## config.mk

```make
export PLATFORM = sky130hd
export DESIGN_NAME = fcpa_ctrl
export DESIGN_NICKNAME = d
export VERILOG_FILES = /design/src/hdl/fixed_chunk_pool_allocator_defines.svh /design/src/hdl/fcpa_pkg.sv /design/src/hdl/fcpa_ctrl.sv
export SDC_FILE = /design/constraint.sdc
export NUM_CORES = 1
export LEC_CHECK = 0
export BUFFER_PORTS_ARGS = -buffer_cell sky130_fd_sc_hd__buf_4
export CAP_MARGIN = 40
export CORE_AREA = 2 2 39 41
export DETAILED_ROUTE_END_ITERATION = 10
export DIE_AREA = 0 0 41 43
export GPL_TIMING_DRIVEN = 0
export HOLD_SLACK_MARGIN = 0.08
export PLACE_DENSITY = 0.32
export SLEW_MARGIN = 40
export SYNTH_ARGS = -nofsm -noshare
export SYNTH_HDL_FRONTEND = slang
export SYNTH_SLANG_ARGS = --single-unit
export TNS_END_PERCENT = 30
```

## constraint.sdc

```tcl
create_clock -name clk_i -period 1.6 [get_ports clk_i]
set_clock_uncertainty 0.15 [all_clocks]
set_input_delay 0 -clock clk_i [delete_from_list [all_inputs] [get_ports clk_i]]
set_output_delay 0 -clock clk_i [all_outputs]
set_load 0.1 [all_outputs]
```

## src/hdl/fixed_chunk_pool_allocator_defines.svh

```systemverilog
// assertion macros used by the chunk pool allocator datapath
`ifndef FIXED_CHUNK_POOL_ALLOCATOR_DEFINES_SVH
`define FIXED_CHUNK_POOL_ALLOCATOR_DEFINES_SVH

// same-cycle implication, checked outside reset
`define FCPA_ASSERT_IMP(name, ante, cons, msg) \
  name: assert property (@(posedge clk_i) disable iff (!rst_ni) (ante) |-> (cons)) \
    else $error(msg);

// next-cycle implication, checked outside reset
`define FCPA_ASSERT_NXT(name, ante, cons, msg) \
  name: assert property (@(posedge clk_i) disable iff (!rst_ni) (ante) |=> (cons)) \
    else $error(msg);

`endif

```

## src/hdl/fcpa_pkg.sv

```systemverilog
// shared types and constants of the chunk pool allocator
package fcpa_pkg;

  // pool size default and the cap on the reset total
  localparam int unsigned DEF_MAX_CHUNKS  = 1024;
  localparam int unsigned RESET_TOTAL_CAP = 1024;

  // field widths
  localparam int unsigned IDX_W    = 10;
  localparam int unsigned TOTAL_W  = 11;
  localparam int unsigned RUN_W    = 11;
  localparam int unsigned CNT_W    = 11;
  localparam int unsigned STATUS_W = 2;

  // reciprocals for ceil(t/10) and ceil(t/20), exact for t below 2048
  localparam int unsigned DIV10_MUL = 6554;
  localparam int unsigned DIV20_MUL = 3277;
  localparam int unsigned DIV_SHIFT = 16;
  localparam int unsigned PROD_W    = 24;

  typedef enum logic {
    OP_ALLOC = 1'b0,
    OP_FREE  = 1'b1
  } opcode_e;

  typedef enum logic [STATUS_W-1:0] {
    STATUS_OK    = 2'd0,
    STATUS_EMPTY = 2'd1,
    STATUS_RANGE = 2'd2
  } status_e;

  typedef enum logic [1:0] {
    S_IDLE,
    S_PUSH,
    S_FETCH,
    S_DONE
  } state_e;

  // controller to datapath commands
  typedef struct packed {
    logic exec;
    logic push;
    logic fetch;
    logic load_out;
  } cmd_t;

  // datapath to controller status
  typedef struct packed {
    logic go_push;
    logic go_fetch;
    logic out_free;
  } stat_t;

endpackage

```

## src/hdl/fcpa_ctrl.sv

```systemverilog
// sequencing state machine of the chunk pool allocator
module fcpa_ctrl import fcpa_pkg::*; (
  input  logic  clk_i,
  input  logic  rst_ni,
  input  logic  in_valid_i,
  output logic  in_stall_o,
  input  stat_t stat_i,
  output cmd_t  cmd_o
);

  state_e state_q, state_d;

  // state register
  always_ff @(posedge clk_i or negedge rst_ni) begin
    if (!rst_ni) begin
      state_q <= S_IDLE;
    end else begin
      state_q <= state_d;
    end
  end

  // next state and commands
  always_comb begin
    state_d    = state_q;
    cmd_o      = '0;
    in_stall_o = 1'b1;
    unique case (state_q)
      S_IDLE: begin
        in_stall_o = 1'b0;
        if (in_valid_i) begin
          cmd_o.exec = 1'b1;
          if (stat_i.go_push) begin
            state_d = S_PUSH;
          end else if (stat_i.go_fetch) begin
            state_d = S_FETCH;
          end else begin
            state_d = S_DONE;
          end
        end
      end
      S_PUSH: begin
        cmd_o.push = 1'b1;
        state_d    = S_DONE;
      end
      S_FETCH: begin
        cmd_o.fetch = 1'b1;
        state_d     = S_DONE;
      end
      S_DONE: begin
        if (stat_i.out_free) begin
          cmd_o.load_out = 1'b1;
          state_d        = S_IDLE;
        end
      end
      default: begin
        state_d = S_IDLE;
      end
    endcase
  end

endmodule

```

==> results.json, run 1 <==
{
  "wl_um": 438,
  "reg2reg_slack_ns": 0.07,
  "cts_sinks": 2,
  "tns_ns": 0,
  "ys_seq_area_share_pct": 25.6,
  "cts-root-buf": "clkbuf_4",
  "floorplan.rows": 14,
  "layout-drive-gt1-share_pct": 55.0,
  "avgSynthCellArea_um2": 9.76,
  "clkTransAtPathRegs_ns": 0.03,
  "core_area_um2": 1380,
  "yosysWarningCount": 0,
  "cp-end-kind": "register",
  "synth.cell_area_um2": 195,
  "ctsResizeCount": 0,
  "grt_pass1_wl_um": 593,
  "layout_setup_ws_ns": 0.0725,
  "gp_congestion": 0.609,
  "nNetsFinal": 53,
  "final_common_cell": "buf_4",
  "firstDrtPassIters": 1,
  "die_height_um": 43,
  "max_freq_mhz": 655,
  "drv_cap": 0,
  "crit_buf_inv": 2,
  "worstSkewPairLatency_ns": 0.22,
  "initial_core_util_pct": 14.1,
  "syn_nets": 31,
  "critPathArrivalTime_ns": 1.48,
  "yosys-top-cells-area": "ha_1 32%, dfrtp_1 26%, mux2_2 12%, inv_1 9.6%, o22ai_2 6.4%",
  "pin_count": 11,
  "syn_to_final_growth_pct": 103,
  "wl_per_cell_um": 7.82,
  "drt_iter0_markers": 0,
  "syn_inst": 20,
  "grt_max_degree": 5,
  "htreeDepth": 1,
  "crit_chain": "inv_2 -> ha_4 -> clkinvlp_4 -> o22ai_2 -> mux2_2",
  "setup_violations": 0,
  "period_needed_ns": 1.53,
  "cts_tree": "yes",
  "vias": 200,
  "ys_seq_elements": 2,
  "grt_usage_pct": 5.62,
  "status": "completed",
  "avgViaCountPerCell": 3.57,
  "yosys.area.top_type_share_pct": 32.1,
  "clk_path_buf_depth": 2,
  "worst_pin_slew_ns": 0.280,
  "hold_viol_final": 0,
  "hp-class": "reg2reg",
  "antenna_found_initial": 0,
  "grt_pass1_vias": 167,
  "reg_top3": "state_q x2",
  "synth_top_area_cell": "ha_1",
  "startpoint_type": "register",
  "cp.required_ns": 1.55,
  "critical_path_class": "reg2reg",
  "die_area_um2": 1760,
  "cp_max_fo": 4,
  "dieWidth_um": 41,
  "maxSlewHeadroom_pct": 81.5,
  "post-place-ws_ns": 0.0467,
  "crit_path_max_incr_delay_ns": 0.41,
  "route.detailed.drc": 0,
  "largest-register": "state_q",
  "ant_nets": 0,
  "portBuffers": 10,
  "gr-total-overflow": 0,
  "dp_hpwl_um": 341,
  "yosysUniqueCellTypes": 10,
  "critical_path.slowest_cell": "dfrtp_1",
  "diodes": 0,
  "final_util_pct": 28.7,
  "largest_register_ffs": 2,
  "cts_inserted_buffers": 3,
  "period_share_pct": 95.5,
  "path_delay_family": "flip-flops",
  "final_cell_mix": "11 x buf_4, 6 x dlygate4sd3_1, 4 x ha_1",
  "slew_violations": 0
}
[cell usage after synthesis]
cell type	number
a21oi_1	1
inv_1	5
and2_2	1
and2_1	1
nor2_1	1
o22ai_2	1
mux2_2	2
ha_1	5
dfrtp_1	2
a31oi_1	1
[worst reg2reg max path, stage by stage (launching register included)]
cell	delay (ns)
dfrtp_1	0.41
inv_2	0.11
ha_4	0.15
clkinvlp_4	0.08
o22ai_2	0.15
mux2_2	0.35
[logic make-up after synthesis]
logic type	Yosys count	share of synthesized area, %
buf+inv	5	9.62
fa+ha+maj	5	32.1
compound gates	3	12.2
simple gates	3	8.98
mux	2	11.5
flops	2	25.6
[path summary, 6_finish.rpt]
| path | start | end | cells after the start |
|---|---|---|---|
| worst max-delay path | state_q[1] | state_q[1] | 5 |
| max in group asynchronous | rst_ni | state_q[0] | 3 |
| worst min-delay path | state_q[1] | state_q[1] | 1 |
| worst max register to register | state_q[1] | state_q[1] | 5 |
| worst min register to register | state_q[1] | state_q[1] | 1 |
| min in group asynchronous | rst_ni | state_q[1] | 3 |
[layout make-up]
class	instances	area (µm²)
inverters	5	22.5
multi-input cells	13	139
repair buffers	17	143
well taps	16	20.0
clock buffers	3	22.5
flip-flops and latches	2	50.0
fillers	150	987
[metal layers]
| metal | vias to the layer above | GRT usage, % | part of all wire [%] |
|---|---|---|---|
| met1 | 81 | 5.47 | 41 |
| met3 | 2 | 3.14 | 11 |
| met5 | - | 0 | 0 |
| met2 | 13 | 6.56 | 45 |
| li1 | 104 | - | - |
| met4 | 0 | 8.00 | 2.5 |
[per-stage QoR]
stage / instance area (µm²) / hold WS (ns) / instances
2_1_floorplan: 211 / -0.446 / 20
6_report: 397 / 0.455 / 56
5_1_grt: 397 / 0.481 / 56
4_1_cts: 389 / 0.458 / 55
3_3_place_gp: 307 / -0.368 / 46
3_5_place_dp: 307 / -0.366 / 46
[timing repair]
action / 4_1_cts / 5_1_grt
endpoints found under the setup margin: 0 / 2
endpoints found under the hold margin: 4 / 0
hold buffers: 6 / 0
setup buffers: 0 / 1
Power of run 1 is not shown: default switching activity piles up to over one toggle a cycle in this logic, so the estimate is an artifact.
==> run 2, diff against run 1 <==
--- a/config.mk
+++ b/config.mk
@@ -12,7 +12,6 @@
 export DIE_AREA = 0 0 41 43
 export GPL_TIMING_DRIVEN = 0
 export HOLD_SLACK_MARGIN = 0.08
-export PLACE_DENSITY = 0.32
 export SLEW_MARGIN = 40
 export SYNTH_ARGS = -nofsm -noshare
 export SYNTH_HDL_FRONTEND = slang
==> results.json, run 2 (synthesis gave the netlist of run 1 again) <==
{
  "status": "completed",
  "die_height_um": 43,
  "grt-busiest-layer": "met2",
  "dp_hpwl_um": 306,
  "slew_violations": 0,
  "hold_buffers": 6,
  "cts_tree": "yes",
  "largest_register_ffs": 2,
  "initial_core_util_pct": 14.1,
  "portBuffers": 10,
  "floorplan.rows": 14,
  "crit_path_max_incr_delay_ns": 0.41,
  "hp-class": "reg2reg",
  "post-cts-setup-buffers": 0,
  "placed_cells": 46,
  "use_met2_pct": 7.19,
  "cp-end-kind": "register",
  "critPathArrivalTime_ns": 1.47,
  "crit_chain": "inv_2 -> ha_4 -> clkinvlp_4 -> o22ai_2 -> mux2_2",
  "worst_pin_slew_ns": 0.280,
  "grt_pass1_vias": 174,
  "critical_path_class": "reg2reg",
  "wl_um": 404,
  "nFillCells": 148,
  "globalRouteMet3Util_pct": 1.57,
  "largest-register": "state_q",
  "grt_usage_pct": 5.22,
  "ctsResizeCount": 0,
  "nNetsFinal": 52,
  "cp.required_ns": 1.55,
  "post-place-ws_ns": 0.0591,
  "clk_path_buf_depth": 2,
  "layout_setup_ws_ns": 0.0797,
  "cp_max_fo": 4,
  "cts-root-buf": "clkbuf_4",
  "hold_viol_final": 0,
  "rsz0062_at_grt": "no",
  "drt_iter0_markers": 0,
  "final_cell_mix": "10 x buf_4, 6 x dlygate4sd3_1, 4 x ha_1",
  "design_area_um2": 389,
  "worstSkewPairLatency_ns": 0.22,
  "max_freq_mhz": 658,
  "grt_pass1_wl_um": 593,
  "startpoint_type": "register",
  "die_area_um2": 1760,
  "clkTransAtPathRegs_ns": 0.03,
  "route.detailed.drc": 0,
  "period_share_pct": 95.0,
  "cts_inserted_buffers": 3,
  "vias": 194,
  "ant_nets": 0,
  "dieWidth_um": 41,
  "gp_congestion": 0.645,
  "stdcell_count": 55,
  "diodes": 0,
  "setup_violations": 0,
  "layout-drive-gt1-share_pct": 53.8,
  "final_common_cell": "buf_4",
  "cts_sinks": 2,
  "antenna_found_initial": 0,
  "firstDrtPassIters": 1,
  "grt_max_degree": 5,
  "core_area_um2": 1380,
  "critical_path.slowest_cell": "dfrtp_1",
  "grtUsageMet1_pct": 5.47,
  "maxSlewHeadroom_pct": 81.5,
  "wl_per_cell_um": 7.35,
  "placed_area_um2": 307,
  "syn_to_final_growth_pct": 99.4,
  "drv_cap": 0,
  "gr-total-overflow": 0,
  "avgViaCountPerCell": 3.53,
  "htreeDepth": 1,
  "pin_count": 11,
  "reg_top3": "state_q x2",
  "period_needed_ns": 1.52
}
run 2: changes by cell type in the layout (fill, tap and decap cells not counted), sizes merged:
cell	before	now
buf	11	10
run 2: cell type report:
cell class                 instances  area (µm²)  area share (%)
inverter                           5        22.5            5.79
tap                               16        20.0            5.14
timing repair buffer              16         135            34.7
multi-input combinational         13         139            35.7
clock buffer                       3        22.5            5.79
sequential                         2        50.0            12.9
run 2: layer usage:
metal | share of wire [%] | wire length (µm)
met1 | 41 | 165
met2 | 47 | 188
met3 | 12 | 50
met4 | 0 | 0
met5 | 0 | 0
run 2: worst max-delay path, delay by kind of cell (launching register included):
| kind | cells | cell delay [ns] |
|---|---|---|
| compound gates | 1 | 0.15 |
| mux | 1 | 0.36 |
| flops | 1 | 0.41 |
| buf+inv | 2 | 0.19 |
| fa+ha+maj | 1 | 0.15 |
run 2: final timing paths:
check / end / slack [ns] / cells after the start / from
max: state_q[0] / 0.08 / 5 / state_q[1]
min: state_q[1] / 0.44 / 1 / state_q[1]
max reg2reg: state_q[0] / 0.08 / 5 / state_q[1]
min reg2reg: state_q[1] / 0.44 / 1 / state_q[1]
max in group asynchronous: state_q[1] / 0.68 / 3 / rst_ni
min in group asynchronous: state_q[0] / 0.50 / 3 / rst_ni
run 2: through the flow:
stage	util (%)	setup TNS (ns)	hold slack (ns)
4_1_cts	28.1	0	0.452
5_1_grt	28.1	0	0.487
6_report	28.1	0	0.444
3_5_place_dp	22.2	0	-0.366
2_1_floorplan	-	-0.665	-0.446
3_3_place_gp	22.2	0	-0.367
Power of run 2 is left out for the same reason.
